--- src/hw/rtl/bmpdec_pkg.sv ---
// Shared types and constants of the BMP stream pixel decoder.
// Used by the front parser, the event queue, the result formatter and the checker.
`timescale 1ns / 1ps

package bmpdec_pkg;

    // Size limits, default values of the top-level parameters
    localparam int unsigned DEF_MAX_WIDTH  = 4096;
    localparam int unsigned DEF_MAX_HEIGHT = 4096;

    // Depth of the event queue between parser and formatter (power of two)
    localparam int unsigned Q_DEPTH = 4;

    // File and info header layout
    localparam int unsigned HDR_LEN      = 14 + 40;
    localparam int unsigned OFS_DATA_OFF = 10;
    localparam int unsigned OFS_DIB      = 14;
    localparam int unsigned OFS_WIDTH    = 18;
    localparam int unsigned OFS_HEIGHT   = 22;
    localparam int unsigned OFS_DEPTH    = 28;
    localparam int unsigned OFS_COMP     = 30;

    localparam logic [7:0]  SIG_B          = 8'h42;
    localparam logic [7:0]  SIG_M          = 8'h4D;
    localparam logic [31:0] DIB_MIN        = 32'd40;
    localparam logic [15:0] DEPTH_24       = 16'd24;
    localparam logic [15:0] DEPTH_16       = 16'd16;
    localparam logic [31:0] COMP_RGB       = 32'd0;
    localparam logic [31:0] COMP_BITFIELDS = 32'd3;

    typedef enum logic [2:0] {
        PH_HEADER,
        PH_SKIP,
        PH_PIXELS,
        PH_DONE,
        PH_DROP
    } phase_t;

    typedef enum logic [1:0] {
        KIND_PIXEL,
        KIND_HEADER,
        KIND_ERROR,
        KIND_STATUS
    } kind_t;

    typedef enum logic [3:0] {
        ERR_OK,
        ERR_SHORT_HDR,
        ERR_SIGNATURE,
        ERR_DIB_SIZE,
        ERR_DEPTH,
        ERR_COMPRESSION,
        ERR_WIDTH,
        ERR_HEIGHT,
        ERR_SHORT_PIX,
        ERR_LIMITS
    } err_t;

    // One parsed input byte: an optional main result plus an optional status
    typedef struct packed {
        logic        has_main;
        kind_t       kind;
        err_t        code;
        logic        is16;
        logic [7:0]  lo;
        logic [7:0]  mid;
        logic [7:0]  hi;
        logic [11:0] col;
        logic [11:0] row;
        logic [12:0] width;
        logic [12:0] height;
        logic        has_eof;
        err_t        eof_code;
    } evt_t;

endpackage

--- src/hw/rtl/bmpdec_front.sv ---
// Front end of the BMP decoder: header parse and check, data skip, row walk.
// Emits one classified event per byte that yields results; uses bmpdec_pkg.
`timescale 1ns / 1ps

module bmpdec_front #(
    parameter int unsigned MAX_WIDTH  = bmpdec_pkg::DEF_MAX_WIDTH,
    parameter int unsigned MAX_HEIGHT = bmpdec_pkg::DEF_MAX_HEIGHT
) (
    input  logic              clk,
    input  logic              rst_n,
    input  logic              accept,
    input  logic [7:0]        data_byte,
    input  logic              end_of_file,
    output logic              evt_write,
    output bmpdec_pkg::evt_t  evt
);

    localparam int unsigned COL_W = $clog2(MAX_WIDTH + 1);
    localparam int unsigned ROW_W = $clog2(MAX_HEIGHT + 1);
    localparam int unsigned BIR_W = $clog2(3 * MAX_WIDTH + 4);

    // Control state
    bmpdec_pkg::phase_t phase_reg, phase_next;
    logic [31:0]        pos_reg, pos_next;
    logic               sig_bad_reg, sig_bad_next;
    bmpdec_pkg::err_t   err_reg, err_next;
    logic               top_down_reg, top_down_next;
    logic               is16_reg, is16_next;
    logic [ROW_W-1:0]   abs_h_reg, abs_h_next;
    logic [BIR_W-1:0]   data_bytes_reg, data_bytes_next;
    logic [BIR_W-1:0]   row_bytes_reg, row_bytes_next;
    logic [COL_W-1:0]   col_reg, col_next;
    logic [ROW_W-1:0]   row_reg, row_next;
    logic [BIR_W-1:0]   bir_reg, bir_next;
    logic [1:0]         k_reg, k_next;

    // Header words and held pixel bytes
    logic [31:0] off_reg, dib_reg, wid_reg, hgt_reg, comp_reg;
    logic [15:0] dep_reg;
    logic [7:0]  hold0_reg, hold1_reg;

    logic [5:0]       hdr_idx;
    logic [1:0]       lane;
    logic [31:0]      abs_h32;
    bmpdec_pkg::err_t hdr_err;
    logic [BIR_W-1:0] wid_b;
    logic [BIR_W-1:0] data_calc;
    logic [BIR_W-1:0] row_calc;
    logic             in_data;
    logic             pixel_done;
    logic [ROW_W-1:0] drow;
    logic [BIR_W-1:0] bir_inc;
    logic [ROW_W-1:0] row_inc;

    // Header byte index; the 32-bit words start two bytes past a 4-byte boundary
    assign hdr_idx = pos_reg[5:0];
    assign lane    = hdr_idx[1:0] + 2'd2;

    // Gather header fields, little endian
    always_ff @(posedge clk)
    begin
        if (accept && phase_reg == bmpdec_pkg::PH_HEADER)
        begin
            if (hdr_idx >= 6'(bmpdec_pkg::OFS_DATA_OFF) && hdr_idx < 6'(bmpdec_pkg::OFS_DIB))
                off_reg[{lane, 3'b000} +: 8] <= data_byte;
            if (hdr_idx >= 6'(bmpdec_pkg::OFS_DIB) && hdr_idx < 6'(bmpdec_pkg::OFS_WIDTH))
                dib_reg[{lane, 3'b000} +: 8] <= data_byte;
            if (hdr_idx >= 6'(bmpdec_pkg::OFS_WIDTH) && hdr_idx < 6'(bmpdec_pkg::OFS_HEIGHT))
                wid_reg[{lane, 3'b000} +: 8] <= data_byte;
            if (hdr_idx >= 6'(bmpdec_pkg::OFS_HEIGHT) && hdr_idx < 6'(bmpdec_pkg::OFS_HEIGHT + 4))
                hgt_reg[{lane, 3'b000} +: 8] <= data_byte;
            if (hdr_idx >= 6'(bmpdec_pkg::OFS_DEPTH) && hdr_idx < 6'(bmpdec_pkg::OFS_COMP))
                dep_reg[{hdr_idx[0], 3'b000} +: 8] <= data_byte;
            if (hdr_idx >= 6'(bmpdec_pkg::OFS_COMP) && hdr_idx < 6'(bmpdec_pkg::OFS_COMP + 4))
                comp_reg[{lane, 3'b000} +: 8] <= data_byte;
        end
    end

    // Hold the leading bytes of a pixel
    always_ff @(posedge clk)
    begin
        if (accept && phase_reg == bmpdec_pkg::PH_PIXELS && in_data && !pixel_done)
        begin
            if (k_reg[0])
                hold1_reg <= data_byte;
            else
                hold0_reg <= data_byte;
        end
    end

    // Check the completed header
    assign abs_h32 = hgt_reg[31] ? (32'd0 - hgt_reg) : hgt_reg;

    always_comb
    begin
        if (sig_bad_reg)
            hdr_err = bmpdec_pkg::ERR_SIGNATURE;
        else if (dib_reg < bmpdec_pkg::DIB_MIN)
            hdr_err = bmpdec_pkg::ERR_DIB_SIZE;
        else if (dep_reg != bmpdec_pkg::DEPTH_24 && dep_reg != bmpdec_pkg::DEPTH_16)
            hdr_err = bmpdec_pkg::ERR_DEPTH;
        else if (dep_reg == bmpdec_pkg::DEPTH_24 && comp_reg != bmpdec_pkg::COMP_RGB)
            hdr_err = bmpdec_pkg::ERR_COMPRESSION;
        else if (dep_reg == bmpdec_pkg::DEPTH_16 && comp_reg != bmpdec_pkg::COMP_RGB
                 && comp_reg != bmpdec_pkg::COMP_BITFIELDS)
            hdr_err = bmpdec_pkg::ERR_COMPRESSION;
        else if (wid_reg == 32'd0 || wid_reg[31])
            hdr_err = bmpdec_pkg::ERR_WIDTH;
        else if (hgt_reg == 32'd0 || hgt_reg == 32'h8000_0000)
            hdr_err = bmpdec_pkg::ERR_HEIGHT;
        else if (wid_reg > 32'(MAX_WIDTH) || abs_h32 > 32'(MAX_HEIGHT)
                 || off_reg < 32'(bmpdec_pkg::HDR_LEN))
            hdr_err = bmpdec_pkg::ERR_LIMITS;
        else
            hdr_err = bmpdec_pkg::ERR_OK;
    end

    // Row geometry, taken when the header is accepted
    assign wid_b     = BIR_W'(wid_reg[COL_W-1:0]);
    assign data_calc = (dep_reg == bmpdec_pkg::DEPTH_16) ? (wid_b << 1) : ((wid_b << 1) + wid_b);
    assign row_calc  = (data_calc + BIR_W'(3)) & ~BIR_W'(3);

    // Pixel walk helpers
    assign in_data    = bir_reg < data_bytes_reg;
    assign pixel_done = in_data && (k_reg == (is16_reg ? 2'd1 : 2'd2));
    assign drow       = top_down_reg ? row_reg : (abs_h_reg - ROW_W'(1) - row_reg);
    assign bir_inc    = bir_reg + BIR_W'(1);
    assign row_inc    = row_reg + ROW_W'(1);

    // Next state and event
    always_comb
    begin
        phase_next      = phase_reg;
        pos_next        = pos_reg;
        sig_bad_next    = sig_bad_reg;
        err_next        = err_reg;
        top_down_next   = top_down_reg;
        is16_next       = is16_reg;
        abs_h_next      = abs_h_reg;
        data_bytes_next = data_bytes_reg;
        row_bytes_next  = row_bytes_reg;
        col_next        = col_reg;
        row_next        = row_reg;
        bir_next        = bir_reg;
        k_next          = k_reg;
        evt             = '0;

        if (accept)
        begin
            case (phase_reg)
                bmpdec_pkg::PH_HEADER:
                begin
                    if (pos_reg == 32'd0 && data_byte != bmpdec_pkg::SIG_B)
                        sig_bad_next = 1'b1;
                    if (pos_reg == 32'd1 && data_byte != bmpdec_pkg::SIG_M)
                        sig_bad_next = 1'b1;
                    if (pos_reg == 32'(bmpdec_pkg::HDR_LEN - 1))
                    begin
                        evt.has_main = 1'b1;
                        if (hdr_err != bmpdec_pkg::ERR_OK)
                        begin
                            err_next   = hdr_err;
                            phase_next = bmpdec_pkg::PH_DROP;
                            evt.kind   = bmpdec_pkg::KIND_ERROR;
                            evt.code   = hdr_err;
                        end
                        else
                        begin
                            err_next        = bmpdec_pkg::ERR_OK;
                            top_down_next   = hgt_reg[31];
                            is16_next       = (dep_reg == bmpdec_pkg::DEPTH_16);
                            abs_h_next      = abs_h32[ROW_W-1:0];
                            data_bytes_next = data_calc;
                            row_bytes_next  = row_calc;
                            phase_next      = (off_reg <= 32'(bmpdec_pkg::HDR_LEN)) ?
                                              bmpdec_pkg::PH_PIXELS : bmpdec_pkg::PH_SKIP;
                            evt.kind        = bmpdec_pkg::KIND_HEADER;
                            evt.code        = bmpdec_pkg::ERR_OK;
                            evt.width       = wid_reg[12:0];
                            evt.height      = abs_h32[12:0];
                        end
                    end
                end

                bmpdec_pkg::PH_SKIP:
                begin
                    if (({1'b0, pos_reg} + 33'd1) >= {1'b0, off_reg})
                        phase_next = bmpdec_pkg::PH_PIXELS;
                end

                bmpdec_pkg::PH_PIXELS:
                begin
                    if (in_data)
                    begin
                        if (pixel_done)
                        begin
                            evt.has_main = 1'b1;
                            evt.kind     = bmpdec_pkg::KIND_PIXEL;
                            evt.code     = bmpdec_pkg::ERR_OK;
                            evt.is16     = is16_reg;
                            evt.lo       = hold0_reg;
                            evt.mid      = hold1_reg;
                            evt.hi       = data_byte;
                            evt.col      = 12'(col_reg);
                            evt.row      = 12'(drow);
                            col_next     = col_reg + COL_W'(1);
                            k_next       = 2'd0;
                        end
                        else
                        begin
                            k_next = k_reg + 2'd1;
                        end
                    end
                    // Advance the row once its padded length is consumed
                    if (bir_inc >= row_bytes_reg)
                    begin
                        bir_next = '0;
                        col_next = '0;
                        k_next   = 2'd0;
                        row_next = row_inc;
                        if (row_inc >= abs_h_reg)
                            phase_next = bmpdec_pkg::PH_DONE;
                    end
                    else
                    begin
                        bir_next = bir_inc;
                    end
                end

                default:
                begin
                end
            endcase

            if (pos_reg != 32'hFFFF_FFFF)
                pos_next = pos_reg + 32'd1;

            // Close the file: report status and return to the reset state
            if (end_of_file)
            begin
                evt.has_eof = 1'b1;
                case (phase_next)
                    bmpdec_pkg::PH_HEADER: evt.eof_code = bmpdec_pkg::ERR_SHORT_HDR;
                    bmpdec_pkg::PH_DROP:   evt.eof_code = err_next;
                    bmpdec_pkg::PH_DONE:   evt.eof_code = bmpdec_pkg::ERR_OK;
                    default:               evt.eof_code = bmpdec_pkg::ERR_SHORT_PIX;
                endcase
                phase_next      = bmpdec_pkg::PH_HEADER;
                pos_next        = '0;
                sig_bad_next    = 1'b0;
                err_next        = bmpdec_pkg::ERR_OK;
                top_down_next   = 1'b0;
                is16_next       = 1'b0;
                abs_h_next      = '0;
                data_bytes_next = '0;
                row_bytes_next  = '0;
                col_next        = '0;
                row_next        = '0;
                bir_next        = '0;
                k_next          = 2'd0;
            end
        end
    end

    assign evt_write = accept && (evt.has_main || evt.has_eof);

    // Control registers
    always_ff @(posedge clk or negedge rst_n)
    begin
        if (!rst_n)
        begin
            phase_reg      <= bmpdec_pkg::PH_HEADER;
            pos_reg        <= '0;
            sig_bad_reg    <= 1'b0;
            err_reg        <= bmpdec_pkg::ERR_OK;
            top_down_reg   <= 1'b0;
            is16_reg       <= 1'b0;
            abs_h_reg      <= '0;
            data_bytes_reg <= '0;
            row_bytes_reg  <= '0;
            col_reg        <= '0;
            row_reg        <= '0;
            bir_reg        <= '0;
            k_reg          <= 2'd0;
        end
        else
        begin
            phase_reg      <= phase_next;
            pos_reg        <= pos_next;
            sig_bad_reg    <= sig_bad_next;
            err_reg        <= err_next;
            top_down_reg   <= top_down_next;
            is16_reg       <= is16_next;
            abs_h_reg      <= abs_h_next;
            data_bytes_reg <= data_bytes_next;
            row_bytes_reg  <= row_bytes_next;
            col_reg        <= col_next;
            row_reg        <= row_next;
            bir_reg        <= bir_next;
            k_reg          <= k_next;
        end
    end

endmodule

--- src/hw/rtl/bmpdec_queue.sv ---
// Short event queue between the parser and the result formatter.
// Holds bmpdec_pkg::evt_t words; depth from bmpdec_pkg::Q_DEPTH.
`timescale 1ns / 1ps

module bmpdec_queue (
    input  logic              clk,
    input  logic              rst_n,
    input  logic              push,
    input  bmpdec_pkg::evt_t  push_evt,
    output logic              full,
    input  logic              pop,
    output logic              head_valid,
    output bmpdec_pkg::evt_t  head_evt
);

    localparam int unsigned PTR_W = $clog2(bmpdec_pkg::Q_DEPTH);
    localparam int unsigned CNT_W = $clog2(bmpdec_pkg::Q_DEPTH + 1);

    bmpdec_pkg::evt_t   slot_reg [bmpdec_pkg::Q_DEPTH];
    logic [PTR_W-1:0]   wr_ptr_reg, wr_ptr_next;
    logic [PTR_W-1:0]   rd_ptr_reg, rd_ptr_next;
    logic [CNT_W-1:0]   count_reg, count_next;
    logic               do_push;
    logic               do_pop;

    assign full       = (count_reg == CNT_W'(bmpdec_pkg::Q_DEPTH));
    assign head_valid = (count_reg != '0);
    assign head_evt   = slot_reg[rd_ptr_reg];
    assign do_push    = push && !full;
    assign do_pop     = pop && head_valid;

    // Advance pointers and fill count
    always_comb
    begin
        wr_ptr_next = do_push ? wr_ptr_reg + PTR_W'(1) : wr_ptr_reg;
        rd_ptr_next = do_pop ? rd_ptr_reg + PTR_W'(1) : rd_ptr_reg;
        count_next  = count_reg;
        if (do_push && !do_pop)
            count_next = count_reg + CNT_W'(1);
        else if (do_pop && !do_push)
            count_next = count_reg - CNT_W'(1);
    end

    // Store a word
    always_ff @(posedge clk)
    begin
        if (do_push)
            slot_reg[wr_ptr_reg] <= push_evt;
    end

    always_ff @(posedge clk or negedge rst_n)
    begin
        if (!rst_n)
        begin
            wr_ptr_reg <= '0;
            rd_ptr_reg <= '0;
            count_reg  <= '0;
        end
        else
        begin
            wr_ptr_reg <= wr_ptr_next;
            rd_ptr_reg <= rd_ptr_next;
            count_reg  <= count_next;
        end
    end

endmodule

--- src/hw/rtl/bmpdec_back.sv ---
// Back end of the BMP decoder: splits events into results, expands pixels to RGB888.
// Drives the registered result port; uses bmpdec_pkg.
`timescale 1ns / 1ps

module bmpdec_back (
    input  logic              clk,
    input  logic              rst_n,
    input  logic              head_valid,
    input  bmpdec_pkg::evt_t  head_evt,
    output logic              head_pop,
    output logic              empty,
    input  logic              pop,
    output logic [1:0]        result_kind,
    output logic [3:0]        error_code,
    output logic [7:0]        red,
    output logic [7:0]        green,
    output logic [7:0]        blue,
    output logic [11:0]       pixel_col,
    output logic [11:0]       pixel_row,
    output logic [12:0]       image_width,
    output logic [12:0]       image_height,
    output logic              last_of_file
);

    logic        out_valid_reg, out_valid_next;
    logic        second_reg, second_next;
    logic [1:0]  kind_reg;
    logic [3:0]  code_reg;
    logic [7:0]  red_reg, green_reg, blue_reg;
    logic [11:0] col_reg, row_reg;
    logic [12:0] width_reg, height_reg;
    logic        last_reg;

    logic        taken;
    logic        load;
    logic        use_eof;
    logic [7:0]  r_px, g_px, b_px;
    logic [4:0]  r5, b5;
    logic [5:0]  g6;

    assign taken    = pop && out_valid_reg;
    assign load     = head_valid && (!out_valid_reg || taken);
    assign use_eof  = !head_evt.has_main || second_reg;
    assign head_pop = load && (use_eof || !head_evt.has_eof);

    // Swap BGR, or expand RGB565 by copying the top bits into the low bits
    assign r5 = head_evt.hi[7:3];
    assign g6 = {head_evt.hi[2:0], head_evt.lo[7:5]};
    assign b5 = head_evt.lo[4:0];

    always_comb
    begin
        if (head_evt.is16)
        begin
            r_px = {r5, r5[4:2]};
            g_px = {g6, g6[5:4]};
            b_px = {b5, b5[4:2]};
        end
        else
        begin
            r_px = head_evt.hi;
            g_px = head_evt.mid;
            b_px = head_evt.lo;
        end
    end

    // Output valid and split flag
    always_comb
    begin
        out_valid_next = out_valid_reg;
        second_next    = second_reg;
        if (load)
        begin
            out_valid_next = 1'b1;
            second_next    = !use_eof && head_evt.has_eof;
        end
        else if (taken)
        begin
            out_valid_next = 1'b0;
        end
    end

    always_ff @(posedge clk or negedge rst_n)
    begin
        if (!rst_n)
        begin
            out_valid_reg <= 1'b0;
            second_reg    <= 1'b0;
        end
        else
        begin
            out_valid_reg <= out_valid_next;
            second_reg    <= second_next;
        end
    end

    // Load the result register
    always_ff @(posedge clk)
    begin
        if (load)
        begin
            if (use_eof)
            begin
                kind_reg   <= bmpdec_pkg::KIND_STATUS;
                code_reg   <= head_evt.eof_code;
                red_reg    <= '0;
                green_reg  <= '0;
                blue_reg   <= '0;
                col_reg    <= '0;
                row_reg    <= '0;
                width_reg  <= '0;
                height_reg <= '0;
                last_reg   <= 1'b1;
            end
            else
            begin
                kind_reg   <= head_evt.kind;
                code_reg   <= head_evt.code;
                col_reg    <= head_evt.col;
                row_reg    <= head_evt.row;
                width_reg  <= head_evt.width;
                height_reg <= head_evt.height;
                last_reg   <= 1'b0;
                if (head_evt.kind == bmpdec_pkg::KIND_PIXEL)
                begin
                    red_reg   <= r_px;
                    green_reg <= g_px;
                    blue_reg  <= b_px;
                end
                else
                begin
                    red_reg   <= '0;
                    green_reg <= '0;
                    blue_reg  <= '0;
                end
            end
        end
    end

    assign empty        = !out_valid_reg;
    assign result_kind  = kind_reg;
    assign error_code   = code_reg;
    assign red          = red_reg;
    assign green        = green_reg;
    assign blue         = blue_reg;
    assign pixel_col    = col_reg;
    assign pixel_row    = row_reg;
    assign image_width  = width_reg;
    assign image_height = height_reg;
    assign last_of_file = last_reg;

endmodule

--- src/hw/rtl/bmp_stream_pixel_decoder_top.sv ---
// BMP stream decoder top: takes one file byte per cycle while full is low and
// returns header, pixel, error and status results, each passing the event queue
// and the result register. Throughput: 1 byte per cycle while full is low; a
// final byte that also completes a pixel or the header gives two results.
// Reset: asynchronous, clears parser, queue and output; each file end rearms it.
`timescale 1ns / 1ps

module bmp_stream_pixel_decoder_top #(
    parameter int unsigned MAX_WIDTH  = bmpdec_pkg::DEF_MAX_WIDTH,
    parameter int unsigned MAX_HEIGHT = bmpdec_pkg::DEF_MAX_HEIGHT
) (
    input  logic        clk,
    input  logic        rst_n,
    input  logic        push,
    output logic        full,
    input  logic [7:0]  data_byte,
    input  logic        end_of_file,
    output logic        empty,
    input  logic        pop,
    output logic [1:0]  result_kind,
    output logic [3:0]  error_code,
    output logic [7:0]  red,
    output logic [7:0]  green,
    output logic [7:0]  blue,
    output logic [11:0] pixel_col,
    output logic [11:0] pixel_row,
    output logic [12:0] image_width,
    output logic [12:0] image_height,
    output logic        last_of_file
);

    logic             accept;
    logic             evt_write;
    bmpdec_pkg::evt_t evt;
    logic             head_valid;
    logic             head_pop;
    bmpdec_pkg::evt_t head_evt;

    assign accept = push && !full;

    // Parse the byte stream
    bmpdec_front #(
        .MAX_WIDTH  (MAX_WIDTH),
        .MAX_HEIGHT (MAX_HEIGHT)
    ) u_front (
        .clk         (clk),
        .rst_n       (rst_n),
        .accept      (accept),
        .data_byte   (data_byte),
        .end_of_file (end_of_file),
        .evt_write   (evt_write),
        .evt         (evt)
    );

    // Buffer events
    bmpdec_queue u_queue (
        .clk        (clk),
        .rst_n      (rst_n),
        .push       (evt_write),
        .push_evt   (evt),
        .full       (full),
        .pop        (head_pop),
        .head_valid (head_valid),
        .head_evt   (head_evt)
    );

    // Format results
    bmpdec_back u_back (
        .clk          (clk),
        .rst_n        (rst_n),
        .head_valid   (head_valid),
        .head_evt     (head_evt),
        .head_pop     (head_pop),
        .empty        (empty),
        .pop          (pop),
        .result_kind  (result_kind),
        .error_code   (error_code),
        .red          (red),
        .green        (green),
        .blue         (blue),
        .pixel_col    (pixel_col),
        .pixel_row    (pixel_row),
        .image_width  (image_width),
        .image_height (image_height),
        .last_of_file (last_of_file)
    );

endmodule

--- config.mk ---
export PLATFORM = sky130hd
export DESIGN_NAME = bmp_stream_pixel_decoder_top
export DESIGN_NICKNAME = d
export VERILOG_FILES = /design/src/hw/rtl/bmpdec_pkg.sv /design/src/hw/rtl/bmpdec_front.sv /design/src/hw/rtl/bmpdec_queue.sv /design/src/hw/rtl/bmpdec_back.sv /design/src/hw/rtl/bmp_stream_pixel_decoder_top.sv
export SDC_FILE = /design/constraint.sdc
export NUM_CORES = 1
export LEC_CHECK = 0
export ABC_AREA = 1
export BUFFER_PORTS_ARGS = -buffer_cell sky130_fd_sc_hd__buf_2
export CAP_MARGIN = 5
export CORE_MARGIN = 4
export CORE_UTILIZATION = 44
export DETAILED_ROUTE_END_ITERATION = 7
export GPL_TIMING_DRIVEN = 0
export HOLD_SLACK_MARGIN = 0.12
export PLACE_DENSITY_LB_ADDON = 0.3
export SLEW_MARGIN = 20
export SYNTH_ARGS = -nofsm -noshare
export SYNTH_HDL_FRONTEND = slang
export SYNTH_SLANG_ARGS = --single-unit
export TNS_END_PERCENT = 20
--- constraint.sdc ---
create_clock -name clk -period 7.2 [get_ports clk]
set_clock_uncertainty 0.05 [all_clocks]
set_input_delay 1.08 -clock clk [delete_from_list [all_inputs] [get_ports clk]]
set_output_delay 1.08 -clock clk [all_outputs]
set_load 0.02 [all_outputs]
==> summary.md <==
| Metric | Value |
|---|---|
| Outcome | complete, no violations |
| XOR/XNOR share of the synthesized area | 0.0180 |
| Post-route DRC | 0 |
| Share of the clock period used by the worst path | 0.737 |
| Max stage delay on crit path | between 0.5 and 0.6 ns |
| Total power | 12.5 mW |
| Most frequent CP cell | nor2_1 |
| Commonest cells after routing, fill and taps aside | nor2_1, edfxtp_1, nand2_1 |
| Total gr overflow | 0 |
| Period minus WS final | 5.30 ns |
| CTS tree | yes |
| Total CTS buffers | 77 |
| Postcts setup bufs | 0 |
| Filler cells | 6900 |
| Initial Utilization | 0.445 |
| Worst EP arrival | 5.59 ns |
| Post-Syn Nets | roughly 3500 |
| CP max stage cell | nor3_1 |
| Crit Path Max Fanout | 8 |
| Sw Ratio | 0.329 |
| Ports | 96 |
| Num rows | 102 |
| Leakage power | 15.6 nW |
| Commonest non-fill, non-tap cell in the layout | nor2_1 |
| Clock network power share | 0.315 |
| Fraction of synthesized area in multiplexers | 0.000326 |
| Sw power | 4.11 mW |
| Post-synth top area share | 0.538 |
| Port Buf Inserts | 95 |
| Routed WL per cell | 18.9 um |
| Final ANT Viol Nets | 0 |
| Multi-input gate area in the final layout | 10800 um2 |
| Simple-Gate Fraction of Synth Area | 0.162 |
| Max reg flops | 348 |
| Slew headroom | 0.279 |
| Via count | 24300 |
| First-pass GRT wire length | approximately 130000 um |
| Area Overhead vs Synth | 13.1% |
| Slew Limit Fails | 0 |
| Power Density | approximately 320 nW/um2 |
| Clock Latency Late Sink | 0.63 ns |
| Pin count of the biggest net entering global routing | 67 |
| Clock Tree Buf Depth | 3 |
| Number of synthesized flops with an enable pin | ~620 |
| CP startpoint kind | flop |
| Peak supply drop | 0.162 mV |
| Die Ht | between 200 and 300 um |
| Worst-Margin Slew | approximately 1.1 ns |
| Die ar. | about 83000 um2 |
| Resized Gates After CTS | 0 |
| Vias in the first global route | 23000 |
| Synth cell types | 58 |
| Final setup margin | 1.90 ns |
| Yosys warns | 0 |
| Synthesized area | approximately 35000 um2 |
| Final hold vios | 0 |
| Die width | 288 um |
| Final wirelength | 86900 um |
| CP endpoint kind | flop |
| Syn Inst Count | 3322 |
| Root buf cell | clkbuf_16 |
| Final TNS setup | 0 ns |
| #FFs+latches synth | 749 |
| Layout cells sized above 1 | 0.0754 |
| FF/Latch Area | 21800 um2 |
| CTS H-tree lvls | 3 |
| Async set-or-reset flop fraction in the synthesized netlist | 0.175 |
| Endpoints failing setup | 0 |
| Cell taking the most area after synthesis | edfxtp_1 |
| Adder-Cell Fraction of Synth Area | 0.0431 |
| DR iter-0 viols | between 2000 and 2500 |
| Clock sink total | 749 |
| Flop pwr share | 0.434 |
| P_int | 8.39 mW |
| Top post-synthesis cells by area | edfxtp_1, dfrtp_1, nor2_1 |
| Core box area | between 70000 and 80000 um2 |
| Synthesized area per cell | 10.4 um2 |
| RePlAce Congestion | between 0.9 and 1 |
| DP Wirelength | 62700 um |
| Unrepaired setup endpoints after global routing | false |
| Comb pwr share | 0.252 |
| CTS Hold Bufs | 0 |
| Max capacitance violation total | 0 |
| Synth Area in Compound Gates | 0.0889 |
| Ys flop type | edfxtp_1 |
| DP Worst Slack | 2.09 ns |
| GRT Overall Usage | 0.208 |
| Drt pass-1 iters | 5 |
| Fmax | 189 MHz |
| Req. time, crit path | 7.48 ns |
| Worst setup path category | flop to flop |
| Final nets | 3634 |
| Drt via density | 5.28 |
| Register area share after synthesis | 0.633 |
| Main combinational cell family by area after synthesis | simple AND/OR/NAND/NOR gates |
| Hold WC Path Type | input pin to asynchronous set/reset pin |
| Initial antenna violation count | 0 |
| Clock transition at the registers of the reported paths | 0.06 ns |
## synth_stat cells, types with 3 or more instances
cell	n
a211oi_1	11
a21oi_1	152
a31oi_1	9
a32o_1	9
buf_1	14
buf_2	8
buf_4	4
buf_6	3
clkbuf_1	77
dfrtp_1	131
edfxtp_1	618
fa_1	3
ha_1	114
inv_1	383
inv_2	6
nand2_1	412
nand3_1	120
nand3b_1	9
nand4_1	50
nor2_1	636
nor2_2	5
nor2_4	4
nor3_1	62
nor4_1	16
o211ai_1	9
o21a_1	7
o21ai_0	241
o21ai_1	8
o21bai_1	7
o22ai_1	85
or2_2	7
xnor2_1	9
xor2_1	62
## kinds of logic after synthesis
family,after synthesis
DFF,749
and+or+nand+nor,1334
muxes,1
AOI/OAI and AO/OA,553
xor gates and xnor gates,71
adders and majority gates,117
buffers and inverters,497
## metrics by stage
step           cells  hold slack [ns]   util  area, um2
3_5_place_dp    4465            0.418  0.471      36500
5_1_grt         4606            0.383  0.503      39000
6_report        4607            0.345  0.503      39000
4_1_cts         4606            0.366  0.503      39000
3_3_place_gp    4457            0.411  0.468      36300
2_1_floorplan   3322            0.396      -      34500
## power by group through the flow
stage | Clock [mW] | Combinational, mW | Sequential, mW
after global placement | 0 | 3.05 | 5.57
after global routing | 4.18 | 3.45 | 5.45
final | 3.93 | 3.14 | 5.42
after floorplan | 0 | 1.67 | 5.78
after CTS | 3.99 | 3.16 | 5.42
after detailed placement | 0 | 3.15 | 5.51
## critical path: cells and delay by family (launching register included)
kind | cells | cell delay, ns
XOR/XNOR | 1 | 0.23
flip-flops | 1 | 0.46
buffers and inverters | 4 | 0.64
AND/OR/NAND/NOR | 20 | 3.10
AO/OA/AOI/OAI | 2 | 0.35
adder cells (fa/ha/maj) | 1 | 0.18
## final cells by class
type	count	area share
sequential	749	0.560
timing repair buffer	103	0.0177
buffer	106	0.0114
clock buffer	97	0.0534
multi-input combinational	2076	0.276
antenna	1	0.0000641
clock inverter	44	0.0103
inverter	391	0.0381
tap	1040	0.0333
## path summary, 6_finish.rpt
| path | slack [ns] | cells past startpoint | to | from |
|---|---|---|---|---|
| min | 0.35 | 1 | u_front.col_reg[0] | rst_n |
| max | 1.90 | 28 | u_queue.slot_reg[3][2] | u_front.pos_reg[0] |
| max in group asynchronous | 5.99 | 2 | u_front.data_bytes_reg[11] | rst_n |
| min reg2reg | 0.42 | 1 | u_front.col_reg[2] | u_front.col_reg[2] |
| min in group clk | 0.42 | 1 | u_front.col_reg[2] | u_front.col_reg[2] |
| max reg2reg | 1.90 | 28 | u_queue.slot_reg[3][2] | u_front.pos_reg[0] |
## layer usage
| metal | global-route usage | wire, um |
|---|---|---|
| met1 | 0.286 | 37800 |
| met2 | 0.330 | 39600 |
| met3 | 0.0384 | 6200 |
| met4 | 0.0814 | 3200 |
| met5 | 0 | 0 |
Note: power is estimated with default switching activity, not from simulation.
